$ cat config.mk
export PLATFORM = sky130hd
export DESIGN_NAME = multistage_graph_shortest_path
export DESIGN_NICKNAME = d
export VERILOG_FILES = /design/src/rtl/core/mgsp_pkg.sv /design/src/rtl/core/mgsp_ram.sv /design/src/rtl/core/multistage_graph_shortest_path.sv
export SDC_FILE = /design/constraint.sdc
export NUM_CORES = 2
export LEC_CHECK = 0
export BUFFER_PORTS_ARGS = -buffer_cell sky130_fd_sc_hd__buf_2
export CAP_MARGIN = 0
export CORE_MARGIN = 3
export CORE_UTILIZATION = 30
export DETAILED_ROUTE_END_ITERATION = 16
export HOLD_SLACK_MARGIN = 0.08
export PLACE_DENSITY = 0.43
export RECOVER_POWER = 25
export SYNTH_ARGS = -nofsm -noshare
export SYNTH_HDL_FRONTEND = slang
export SYNTH_HIERARCHICAL = 1
export SYNTH_MEMORY_MAX_BITS = 65536
export SYNTH_SLANG_ARGS = --single-unit
$ cat constraint.sdc
create_clock -name clock -period 6.4 [get_ports clock]
set_input_delay 0.32 -clock clock [delete_from_list [all_inputs] [get_ports clock]]
set_output_delay 0.32 -clock clock [all_outputs]
set_load 0.1 [all_outputs]
$ cat src/rtl/core/mgsp_pkg.sv
package mgsp_pkg;

   localparam int NODE_BITS         = 4;
   localparam int COST_BITS         = 20;
   localparam int WEIGHT_FIELD_BITS = 16;
   localparam int COUNT_BITS        = 5;
   localparam int RESULT_LIMIT      = 16;

   localparam logic [COST_BITS-1:0]  COST_MAX         = '1;
   localparam logic [COUNT_BITS-1:0] NODE_COUNT_RESET = 5'd16;

   localparam logic [1:0] OP_LOAD  = 2'd0;
   localparam logic [1:0] OP_SOLVE = 2'd1;
   localparam logic [1:0] OP_CLEAR = 2'd2;

   typedef struct packed {
      logic [1:0]                   op;
      logic [NODE_BITS-1:0]         from_node;
      logic [NODE_BITS-1:0]         to_node;
      logic [WEIGHT_FIELD_BITS-1:0] weight;
   } req_type;

   typedef struct packed {
      logic [NODE_BITS-1:0] path_node;
      logic [COST_BITS-1:0] path_cost;
      logic                 reachable;
      logic                 last;
   } rsp_type;

endpackage

$ cat src/rtl/core/mgsp_ram.sv
module mgsp_ram #(
   parameter int WIDTH = 8,
   parameter int DEPTH = 16
) (
   input  logic                                     clock,
   input  logic                                     wr_en,
   input  logic [(DEPTH > 1 ? $clog2(DEPTH) : 1)-1:0] wr_addr,
   input  logic [WIDTH-1:0]                         wr_data,
   input  logic [(DEPTH > 1 ? $clog2(DEPTH) : 1)-1:0] rd_addr,
   output logic [WIDTH-1:0]                         rd_data
);

   logic [WIDTH-1:0] mem_ff [DEPTH];
   logic [WIDTH-1:0] rd_data_ff;

   always_ff @(posedge clock) begin
      if (wr_en) begin
         mem_ff[wr_addr] <= wr_data;
      end
      rd_data_ff <= mem_ff[rd_addr];
   end

   assign rd_data = rd_data_ff;

endmodule

$ cat src/rtl/core/multistage_graph_shortest_path.sv
// Shortest path through a stage-ordered graph. Load transactions (op 0) write one edge
// weight into the MAX_NODES x MAX_NODES weight RAM and are taken one per cycle; weight
// zero removes the edge. A clear transaction (op 2) sweeps the weight RAM one entry per
// cycle, and the same sweep runs straight after reset; no request is taken during the
// sweep, though csr writes are. A solve transaction (op 1) relaxes node j = 1 .. n-1
// from every earlier node, one weight RAM read per cycle, then walks the predecessor
// chain back from the sink, one node RAM read per node, and finally returns the path
// from source to sink, one rsp transaction per cycle while rsp_ready is high. Every
// result carries the saturated total cost; the final one carries last. An unreachable
// sink gives a single result: node 0, cost 0, reachable 0, last 1. The single read port
// of the weight RAM sets the solve time. n is csr_wr_data held to 2 .. min(MAX_NODES, 16);
// write it only while the block is idle.
module multistage_graph_shortest_path #(
   parameter int MAX_NODES   = 16,
   parameter int WEIGHT_BITS = 16
) (
   input  logic                                 clock,
   input  logic                                 reset,
   input  logic                                 req_valid,
   output logic                                 req_ready,
   input  mgsp_pkg::req_type                    req_data,
   output logic                                 rsp_valid,
   input  logic                                 rsp_ready,
   output mgsp_pkg::rsp_type                    rsp_data,
   input  logic                                 csr_wr_en,
   input  logic [mgsp_pkg::COUNT_BITS-1:0]      csr_wr_data
);

   // Sizes of the stores.
   localparam int TOP       = MAX_NODES < mgsp_pkg::RESULT_LIMIT ?
                              MAX_NODES : mgsp_pkg::RESULT_LIMIT;
   localparam int MAT_DEPTH = MAX_NODES * MAX_NODES;
   localparam int MAT_AW    = $clog2(MAT_DEPTH);
   localparam int NODE_AW   = $clog2(TOP);
   localparam int NODE_W    = mgsp_pkg::COST_BITS + mgsp_pkg::NODE_BITS;
   localparam int WIN_BITS  = WEIGHT_BITS < mgsp_pkg::WEIGHT_FIELD_BITS ?
                              WEIGHT_BITS : mgsp_pkg::WEIGHT_FIELD_BITS;
   localparam int SUM_W     = (WEIGHT_BITS > mgsp_pkg::COST_BITS ?
                               WEIGHT_BITS : mgsp_pkg::COST_BITS) + 1;
   localparam int NB        = mgsp_pkg::NODE_BITS;
   localparam int CB        = mgsp_pkg::COST_BITS;
   localparam logic [NB-1:0] PTR_END = NB'(mgsp_pkg::RESULT_LIMIT - 1);

   typedef enum logic [8:0] {
      ST_CLEAR      = 9'b000000001,
      ST_IDLE       = 9'b000000010,
      ST_INIT       = 9'b000000100,
      ST_RELAX      = 9'b000001000,
      ST_FLUSH      = 9'b000010000,
      ST_COMMIT     = 9'b000100000,
      ST_TRACE      = 9'b001000000,
      ST_TRACE_WAIT = 9'b010000000,
      ST_EMIT       = 9'b100000000
   } state_type;

   state_type state_ff, state_in;

   logic [mgsp_pkg::COUNT_BITS-1:0] node_count_ff, node_count_in;
   logic [MAT_AW-1:0]               clr_addr_ff, clr_addr_in;
   logic [NB-1:0]                   j_ff, j_in;
   logic [NB-1:0]                   r_ff, r_in;
   logic [NB-1:0]                   pr_ff, pr_in;
   logic                            pv_ff, pv_in;
   logic [TOP-1:0]                  reached_ff, reached_in;
   logic [CB-1:0]                   acc_cost_ff, acc_cost_in;
   logic [NB-1:0]                   acc_pred_ff, acc_pred_in;
   logic                            acc_hit_ff, acc_hit_in;
   logic [CB-1:0]                   total_cost_ff, total_cost_in;
   logic                            reach_ff, reach_in;
   logic [NB-1:0]                   x_ff, x_in;
   logic [NB-1:0]                   ptr_ff, ptr_in;
   logic                            rsp_valid_ff, rsp_valid_in;
   mgsp_pkg::rsp_type               rsp_data_ff, rsp_data_in;

   // Path buffer: filled from the top end, sink first, and read out source first.
   logic [NB-1:0] path_buf_ff [mgsp_pkg::RESULT_LIMIT];
   logic          pb_we;
   logic [NB-1:0] pb_waddr;
   logic [NB-1:0] pb_wdata;

   // Weight RAM ports.
   logic                   mat_we;
   logic [MAT_AW-1:0]      mat_waddr;
   logic [WEIGHT_BITS-1:0] mat_wdata;
   logic [MAT_AW-1:0]      mat_raddr;
   logic [WEIGHT_BITS-1:0] mat_rdata;

   // Node RAM ports: best cost and predecessor of each node.
   logic                   node_we;
   logic [NODE_AW-1:0]     node_waddr;
   logic [NODE_W-1:0]      node_wdata;
   logic [NODE_AW-1:0]     node_raddr;
   logic [NODE_W-1:0]      node_rdata;

   logic                   req_accept;
   logic                   load_in_range;
   logic [MAT_AW-1:0]      load_addr;
   logic [WEIGHT_BITS-1:0] load_weight;
   logic [mgsp_pkg::COUNT_BITS-1:0] n_use;
   logic [NB-1:0]          sink;

   // Relaxation datapath on the cycle after the reads.
   logic [CB-1:0]          cost_r;
   logic                   hit_r;
   logic [SUM_W-1:0]       sum;
   logic [CB-1:0]          cand;
   logic                   take;

   mgsp_ram #(
      .WIDTH (WEIGHT_BITS),
      .DEPTH (MAT_DEPTH)
   ) u_weight_ram (
      .clock   (clock),
      .wr_en   (mat_we),
      .wr_addr (mat_waddr),
      .wr_data (mat_wdata),
      .rd_addr (mat_raddr),
      .rd_data (mat_rdata)
   );

   mgsp_ram #(
      .WIDTH (NODE_W),
      .DEPTH (TOP)
   ) u_node_ram (
      .clock   (clock),
      .wr_en   (node_we),
      .wr_addr (node_waddr),
      .wr_data (node_wdata),
      .rd_addr (node_raddr),
      .rd_data (node_rdata)
   );

   assign req_ready  = (state_ff == ST_IDLE);
   assign req_accept = req_valid && req_ready;
   assign rsp_valid  = rsp_valid_ff;
   assign rsp_data   = rsp_data_ff;

   // Hold n to the usable range; the sink is the last node in use.
   always_comb begin
      if (node_count_ff < mgsp_pkg::COUNT_BITS'(2)) begin
         n_use = mgsp_pkg::COUNT_BITS'(2);
      end else if (node_count_ff > mgsp_pkg::COUNT_BITS'(TOP)) begin
         n_use = mgsp_pkg::COUNT_BITS'(TOP);
      end else begin
         n_use = node_count_ff;
      end
   end
   assign sink = NB'(n_use - mgsp_pkg::COUNT_BITS'(1));

   // Drop loads that name a node beyond the matrix.
   assign load_in_range = (MAX_NODES >= (1 << NB)) ||
                          ((int'(req_data.from_node) < MAX_NODES) &&
                           (int'(req_data.to_node) < MAX_NODES));
   assign load_addr   = MAT_AW'(int'(req_data.from_node) * MAX_NODES +
                                int'(req_data.to_node));
   assign load_weight = WEIGHT_BITS'(req_data.weight[WIN_BITS-1:0]);

   // Candidate from the node tried on the previous cycle; saturate the sum.
   assign cost_r = node_rdata[NODE_W-1:NB];
   assign hit_r  = reached_ff[pr_ff[NODE_AW-1:0]];
   assign sum    = SUM_W'(cost_r) + SUM_W'(mat_rdata);
   assign cand   = (sum > SUM_W'(mgsp_pkg::COST_MAX)) ? mgsp_pkg::COST_MAX : sum[CB-1:0];
   assign take   = pv_ff && (mat_rdata != '0) && hit_r &&
                   (!acc_hit_ff || (cand < acc_cost_ff));

   always_comb begin
      state_in      = state_ff;
      node_count_in = csr_wr_en ? csr_wr_data : node_count_ff;
      clr_addr_in   = clr_addr_ff;
      j_in          = j_ff;
      r_in          = r_ff;
      pr_in         = r_ff;
      pv_in         = 1'b0;
      reached_in    = reached_ff;
      acc_cost_in   = acc_cost_ff;
      acc_pred_in   = acc_pred_ff;
      acc_hit_in    = acc_hit_ff;
      total_cost_in = total_cost_ff;
      reach_in      = reach_ff;
      x_in          = x_ff;
      ptr_in        = ptr_ff;
      rsp_valid_in  = rsp_valid_ff && !rsp_ready;
      rsp_data_in   = rsp_data_ff;

      mat_we     = 1'b0;
      mat_waddr  = load_addr;
      mat_wdata  = load_weight;
      mat_raddr  = MAT_AW'(int'(r_ff) * MAX_NODES + int'(j_ff));
      node_we    = 1'b0;
      node_waddr = j_ff[NODE_AW-1:0];
      node_wdata = {acc_cost_ff, acc_pred_ff};
      node_raddr = r_ff[NODE_AW-1:0];
      pb_we      = 1'b0;
      pb_waddr   = ptr_ff;
      pb_wdata   = x_ff;

      // Fold the candidate read on the previous cycle into the running best.
      if (take) begin
         acc_cost_in = cand;
         acc_pred_in = pr_ff;
         acc_hit_in  = 1'b1;
      end

      unique case (state_ff)
         ST_CLEAR: begin
            mat_we      = 1'b1;
            mat_waddr   = clr_addr_ff;
            mat_wdata   = '0;
            clr_addr_in = clr_addr_ff + MAT_AW'(1);
            if (clr_addr_ff == MAT_AW'(MAT_DEPTH - 1)) begin
               state_in = ST_IDLE;
            end
         end
         ST_IDLE: begin
            if (req_accept) begin
               unique case (req_data.op)
                  mgsp_pkg::OP_LOAD: begin
                     mat_we = load_in_range;
                  end
                  mgsp_pkg::OP_SOLVE: begin
                     state_in = ST_INIT;
                  end
                  mgsp_pkg::OP_CLEAR: begin
                     clr_addr_in = '0;
                     state_in    = ST_CLEAR;
                  end
                  default: begin
                  end
               endcase
            end
         end
         ST_INIT: begin
            // Seed the source: cost zero, reached.
            node_we     = 1'b1;
            node_waddr  = '0;
            node_wdata  = '0;
            reached_in  = TOP'(1);
            j_in        = NB'(1);
            r_in        = '0;
            acc_cost_in = '0;
            acc_pred_in = '0;
            acc_hit_in  = 1'b0;
            state_in    = ST_RELAX;
         end
         ST_RELAX: begin
            // Issue reads of weight[r][j] and best cost of r; later nodes never improve j.
            pv_in = 1'b1;
            if (r_ff == j_ff - NB'(1)) begin
               state_in = ST_FLUSH;
            end else begin
               r_in = r_ff + NB'(1);
            end
         end
         ST_FLUSH: begin
            state_in = ST_COMMIT;
         end
         ST_COMMIT: begin
            node_we                       = 1'b1;
            reached_in[j_ff[NODE_AW-1:0]] = acc_hit_ff;
            acc_cost_in                   = '0;
            acc_pred_in                   = '0;
            acc_hit_in                    = 1'b0;
            if (j_ff == sink) begin
               reach_in = acc_hit_ff;
               ptr_in   = PTR_END;
               if (acc_hit_ff) begin
                  total_cost_in = acc_cost_ff;
                  x_in          = sink;
                  state_in      = ST_TRACE;
               end else begin
                  // Unreachable sink: a single result for node zero.
                  total_cost_in = '0;
                  pb_we         = 1'b1;
                  pb_waddr      = PTR_END;
                  pb_wdata      = '0;
                  state_in      = ST_EMIT;
               end
            end else begin
               j_in     = j_ff + NB'(1);
               r_in     = '0;
               state_in = ST_RELAX;
            end
         end
         ST_TRACE: begin
            pb_we      = 1'b1;
            node_raddr = x_ff[NODE_AW-1:0];
            if (x_ff == '0) begin
               state_in = ST_EMIT;
            end else begin
               ptr_in   = ptr_ff - NB'(1);
               state_in = ST_TRACE_WAIT;
            end
         end
         ST_TRACE_WAIT: begin
            x_in     = node_rdata[NB-1:0];
            state_in = ST_TRACE;
         end
         ST_EMIT: begin
            if (!rsp_valid_ff || rsp_ready) begin
               rsp_valid_in          = 1'b1;
               rsp_data_in.path_node = path_buf_ff[ptr_ff];
               rsp_data_in.path_cost = total_cost_ff;
               rsp_data_in.reachable = reach_ff;
               rsp_data_in.last      = (ptr_ff == PTR_END);
               if (ptr_ff == PTR_END) begin
                  state_in = ST_IDLE;
               end else begin
                  ptr_in = ptr_ff + NB'(1);
               end
            end
         end
         default: begin
            state_in = ST_IDLE;
         end
      endcase
   end

   always_ff @(posedge clock) begin
      if (reset) begin
         state_ff      <= ST_CLEAR;
         node_count_ff <= mgsp_pkg::NODE_COUNT_RESET;
         clr_addr_ff   <= '0;
         pv_ff         <= 1'b0;
         rsp_valid_ff  <= 1'b0;
      end else begin
         state_ff      <= state_in;
         node_count_ff <= node_count_in;
         clr_addr_ff   <= clr_addr_in;
         pv_ff         <= pv_in;
         rsp_valid_ff  <= rsp_valid_in;
      end
   end

   always_ff @(posedge clock) begin
      j_ff          <= j_in;
      r_ff          <= r_in;
      pr_ff         <= pr_in;
      reached_ff    <= reached_in;
      acc_cost_ff   <= acc_cost_in;
      acc_pred_ff   <= acc_pred_in;
      acc_hit_ff    <= acc_hit_in;
      total_cost_ff <= total_cost_in;
      reach_ff      <= reach_in;
      x_ff          <= x_in;
      ptr_ff        <= ptr_in;
      rsp_data_ff   <= rsp_data_in;
      if (pb_we) begin
         path_buf_ff[pb_waddr] <= pb_wdata;
      end
   end

endmodule

==> flow_summary.ini <==
[worst_setup_path]
cp.arrival_ns = 7.09
cp-end-kind = flop
crit_path_end = u_weight_ram/rd_data[12]
required_ns = 7.33
reg2reg_slack_ns = 0.24
cp-start-kind = flop
cp_max_fo = 19
worstSetupPathType = reg -> reg
rr_worst_depth = 8
r2r_start = pr_in[1]
startpoint = pr_in[1]
r2r_end = u_weight_ram/rd_data[12]

[global_route]
grt_pass1_wl_um = 778400
grt_usage_pct = 17.54
grt_pass1_vias = 94309
antenna_found_initial = 42
grt_start_max_net_pins = 150
grt_overflow = 0

[place]
dpl-instance-area_mm2 = 0.1961
dp.cells = 16993
io_buffers = 63
dp_hpwl_um = 345300
gp_congestion = 0.8753

[clock_network]
cts.htree.levels = 6
cts_tree = yes
cts_num_sinks = 4716
clock_tree.root_cell = clkbuf_16
insertion_delay_ns = 1.07
cts-resized-gates = 0
postCtsSetupBuffers = 0
cts_made_buffers = 527
cts_hold_buf = 44
max-clock-path-buffers = 4
path_clk_slew_ns = 0.06

[logic_synthesis]
netlist_instances = 8918
synth_seq_cells = 4716
synthFlopType = edfxtp_1
ys_types = 81
ys_warn_count = 6
syn_avg_cell_area_um2 = 20.60
syn_area_mm2 = 0.1837
syn-num-nets = 9000
yosysSeqAreaShare_pct = 76.57
synth_enable_flop_cells = 4623
ys_async_sr_fraction_pct = 0

[pwr]
power.density_mw_per_mm2 = 316.7
p_total_mw = 67.43
leakage_nw = 64.98
ir_drop_mv = 0.3149

[status]
status = complete, but fails checks
violations = capacitance limit, slew limit

[drt]
wl_per_cell_um = 31.18
drc = 0
drtIter0Drc = 9774
routed-via-count = 93253
antenna_left = 0
drt_wl_total_um = 560600
avgViaCountPerCell = 5.186
dr.pass1.iters = 6

[die]
initial_core_util_pct = 30.20
die_y_um = 788.6
rows = 286
die_w_um = 788.6
die_area_mm2 = 0.6219
fp.coreArea_mm2 = 0.6083
io_pins = 64

[timing]
setup_viol = 0
period_needed_ns = 6.165
period_share_pct = 96.33
hold_ws_ns = 0.2507
slew_headroom_pct = -129.9
worstMarginPinSlew_ns = 3.448
setup_tns_ns = 0
hold_viol = 0
fin_worst_skew_ns = 0.04264
fmax_mhz = 162.2
drv_slew = 1436
rsz0062_at_grt = false

[finish]
final_cells = 17980
fin_nets = 9584
layout_common_cells = edfxtp_1, mux4_2, mux2i_1, clkbuf_16, buf_4
final_common_cell = edfxtp_1
design_area_mm2 = 0.2129
area_delta_synth_final_pct = 15.87
drive_gt1_share_pct = 24.61
n_fill_cell = 56488

[min_path]
hp-class = in -> reg
holdPathStages = 3

[flow_run]
cap_violations = 26
==> layer usage <==
metal	wire length [um]	global-route usage, %	vias to the layer above
li1	-	-	38613
met1	244700	24.61	50912
met2	267700	28.69	3082
met3	34410	2.876	646
met4	13710	3.930	0
met5	0	0	-
==> state kept, by name (all words and copies together), names as in the netlist, 16 cells and up <==
register              count
u_weight_ram/rd_data     16
acc_cost_ff              20
u_node_ram/mem_ff       384
total_cost_ff            20
rsp_data                 26
path_buf_ff              64
u_weight_ram/mem_ff    4096
u_node_ram/rd_data       24
reached_ff               16
==> area by class of cell <==
cell class	count	area (um2)	area share, %
repair buffers	583	4891	2.297
flip-flops and latches	4716	140700	66.08
inverters	46	190.2	0.08933
well taps	8064	10090	4.739
diodes	17	42.54	0.01998
multi-input cells	3628	40480	19.01
clock inverters	262	2402	1.128
clock buffers	664	14120	6.634
==> power by group <==
| group | internal [mW] | switching [mW] |
|---|---|---|
| sequential | 35.1 | 0.0562 |
| clock | 17.0 | 12.3 |
| combinational | 0.400 | 2.62 |
| total | 52.5 | 14.9 |
==> synthesized netlist by cell type (7+ instances only) <==
cell | count | area [um2]
xor2_1 | 11 | 96.34
mux2_2 | 91 | 1025
edfxtp_1 | 4623 | 138800
dfxtp_1 | 93 | 1862
and4_1 | 8 | 70.07
nand2_1 | 142 | 533.0
a22o_1 | 32 | 280.3
mux2i_1 | 578 | 5786
or3_1 | 11 | 68.82
and3_1 | 17 | 106.4
a2111oi_0 | 7 | 61.31
o221ai_1 | 253 | 2216
nand2b_1 | 19 | 118.9
inv_1 | 43 | 161.4
a21o_1 | 17 | 127.6
buf_8 | 11 | 165.2
nor4_1 | 26 | 162.7
a31oi_1 | 9 | 56.30
or2_2 | 8 | 50.05
nor2_1 | 418 | 1569
o31ai_1 | 18 | 135.1
xnor2_1 | 14 | 122.6
buf_4 | 26 | 195.2
o22ai_1 | 153 | 957.2
buf_1 | 29 | 108.9
ha_1 | 44 | 550.5
a221oi_1 | 30 | 262.8
a21oi_1 | 224 | 1121
and2_1 | 28 | 175.2
nand3_1 | 71 | 355.3
clkbuf_1 | 288 | 1081
mux4_2 | 918 | 20670
nand3b_1 | 7 | 52.55
a211oi_1 | 39 | 292.8
nand4_1 | 35 | 219.0
nor2b_1 | 27 | 168.9
o21ai_0 | 70 | 350.3
o32ai_1 | 20 | 175.2
a22oi_1 | 92 | 690.7
buf_6 | 82 | 923.4
nor3_1 | 124 | 620.6
buf_2 | 87 | 435.4
==> stage by stage <==
| step | util [%] | setup slack [ns] |
|---|---|---|
| after floorplan | - | 1.276 |
| after global placement | 32.24 | 0.7122 |
| final | 35.00 | 0.2350 |
| after CTS | 35.03 | 0.6574 |
| after detailed placement | 32.24 | 0.6966 |
| after global routing | 34.99 | 0.07652 |
==> worst max-delay path, cell delays in order (launching register included) <==
cell	delay [ns]
edfxtp_1	0.36
clkbuf_1	1.91
nand4b_1	1.34
nor2_1	1.08
o21ai_0	0.42
nand4_1	0.44
or3_1	0.17
nor4_1	0.05
buf_4	0.21
==> cell families after synthesis <==
| family | Yosys count | share of synthesized area, % |
|---|---|---|
| buffers and inverters | 574 | 1.734 |
| adders and majority gates | 46 | 0.3214 |
| muxes | 1587 | 14.96 |
| xor gates and xnor gates | 25 | 0.1192 |
| and+or+nand+nor | 968 | 2.449 |
| DFF | 4716 | 76.57 |
| AOI/OAI and AO/OA | 1002 | 3.850 |
==> worst min-delay path by stage <==
stage / endpoint / start / slack, ns
6_report: clr_addr_ff[0] / reset / 0.25
3_5_place_dp: rsp_data[2] / total_cost_ff[0] / 0.40
2_1_floorplan: state_ff[8] / reset / 0.39
3_3_place_gp: rsp_data[20] / total_cost_ff[18] / 0.42
5_1_grt: clr_addr_ff[0] / reset / 0.23
4_1_cts: clr_addr_ff[0] / reset / 0.15
No activity file was read; power rests on OpenSTA's default activity.
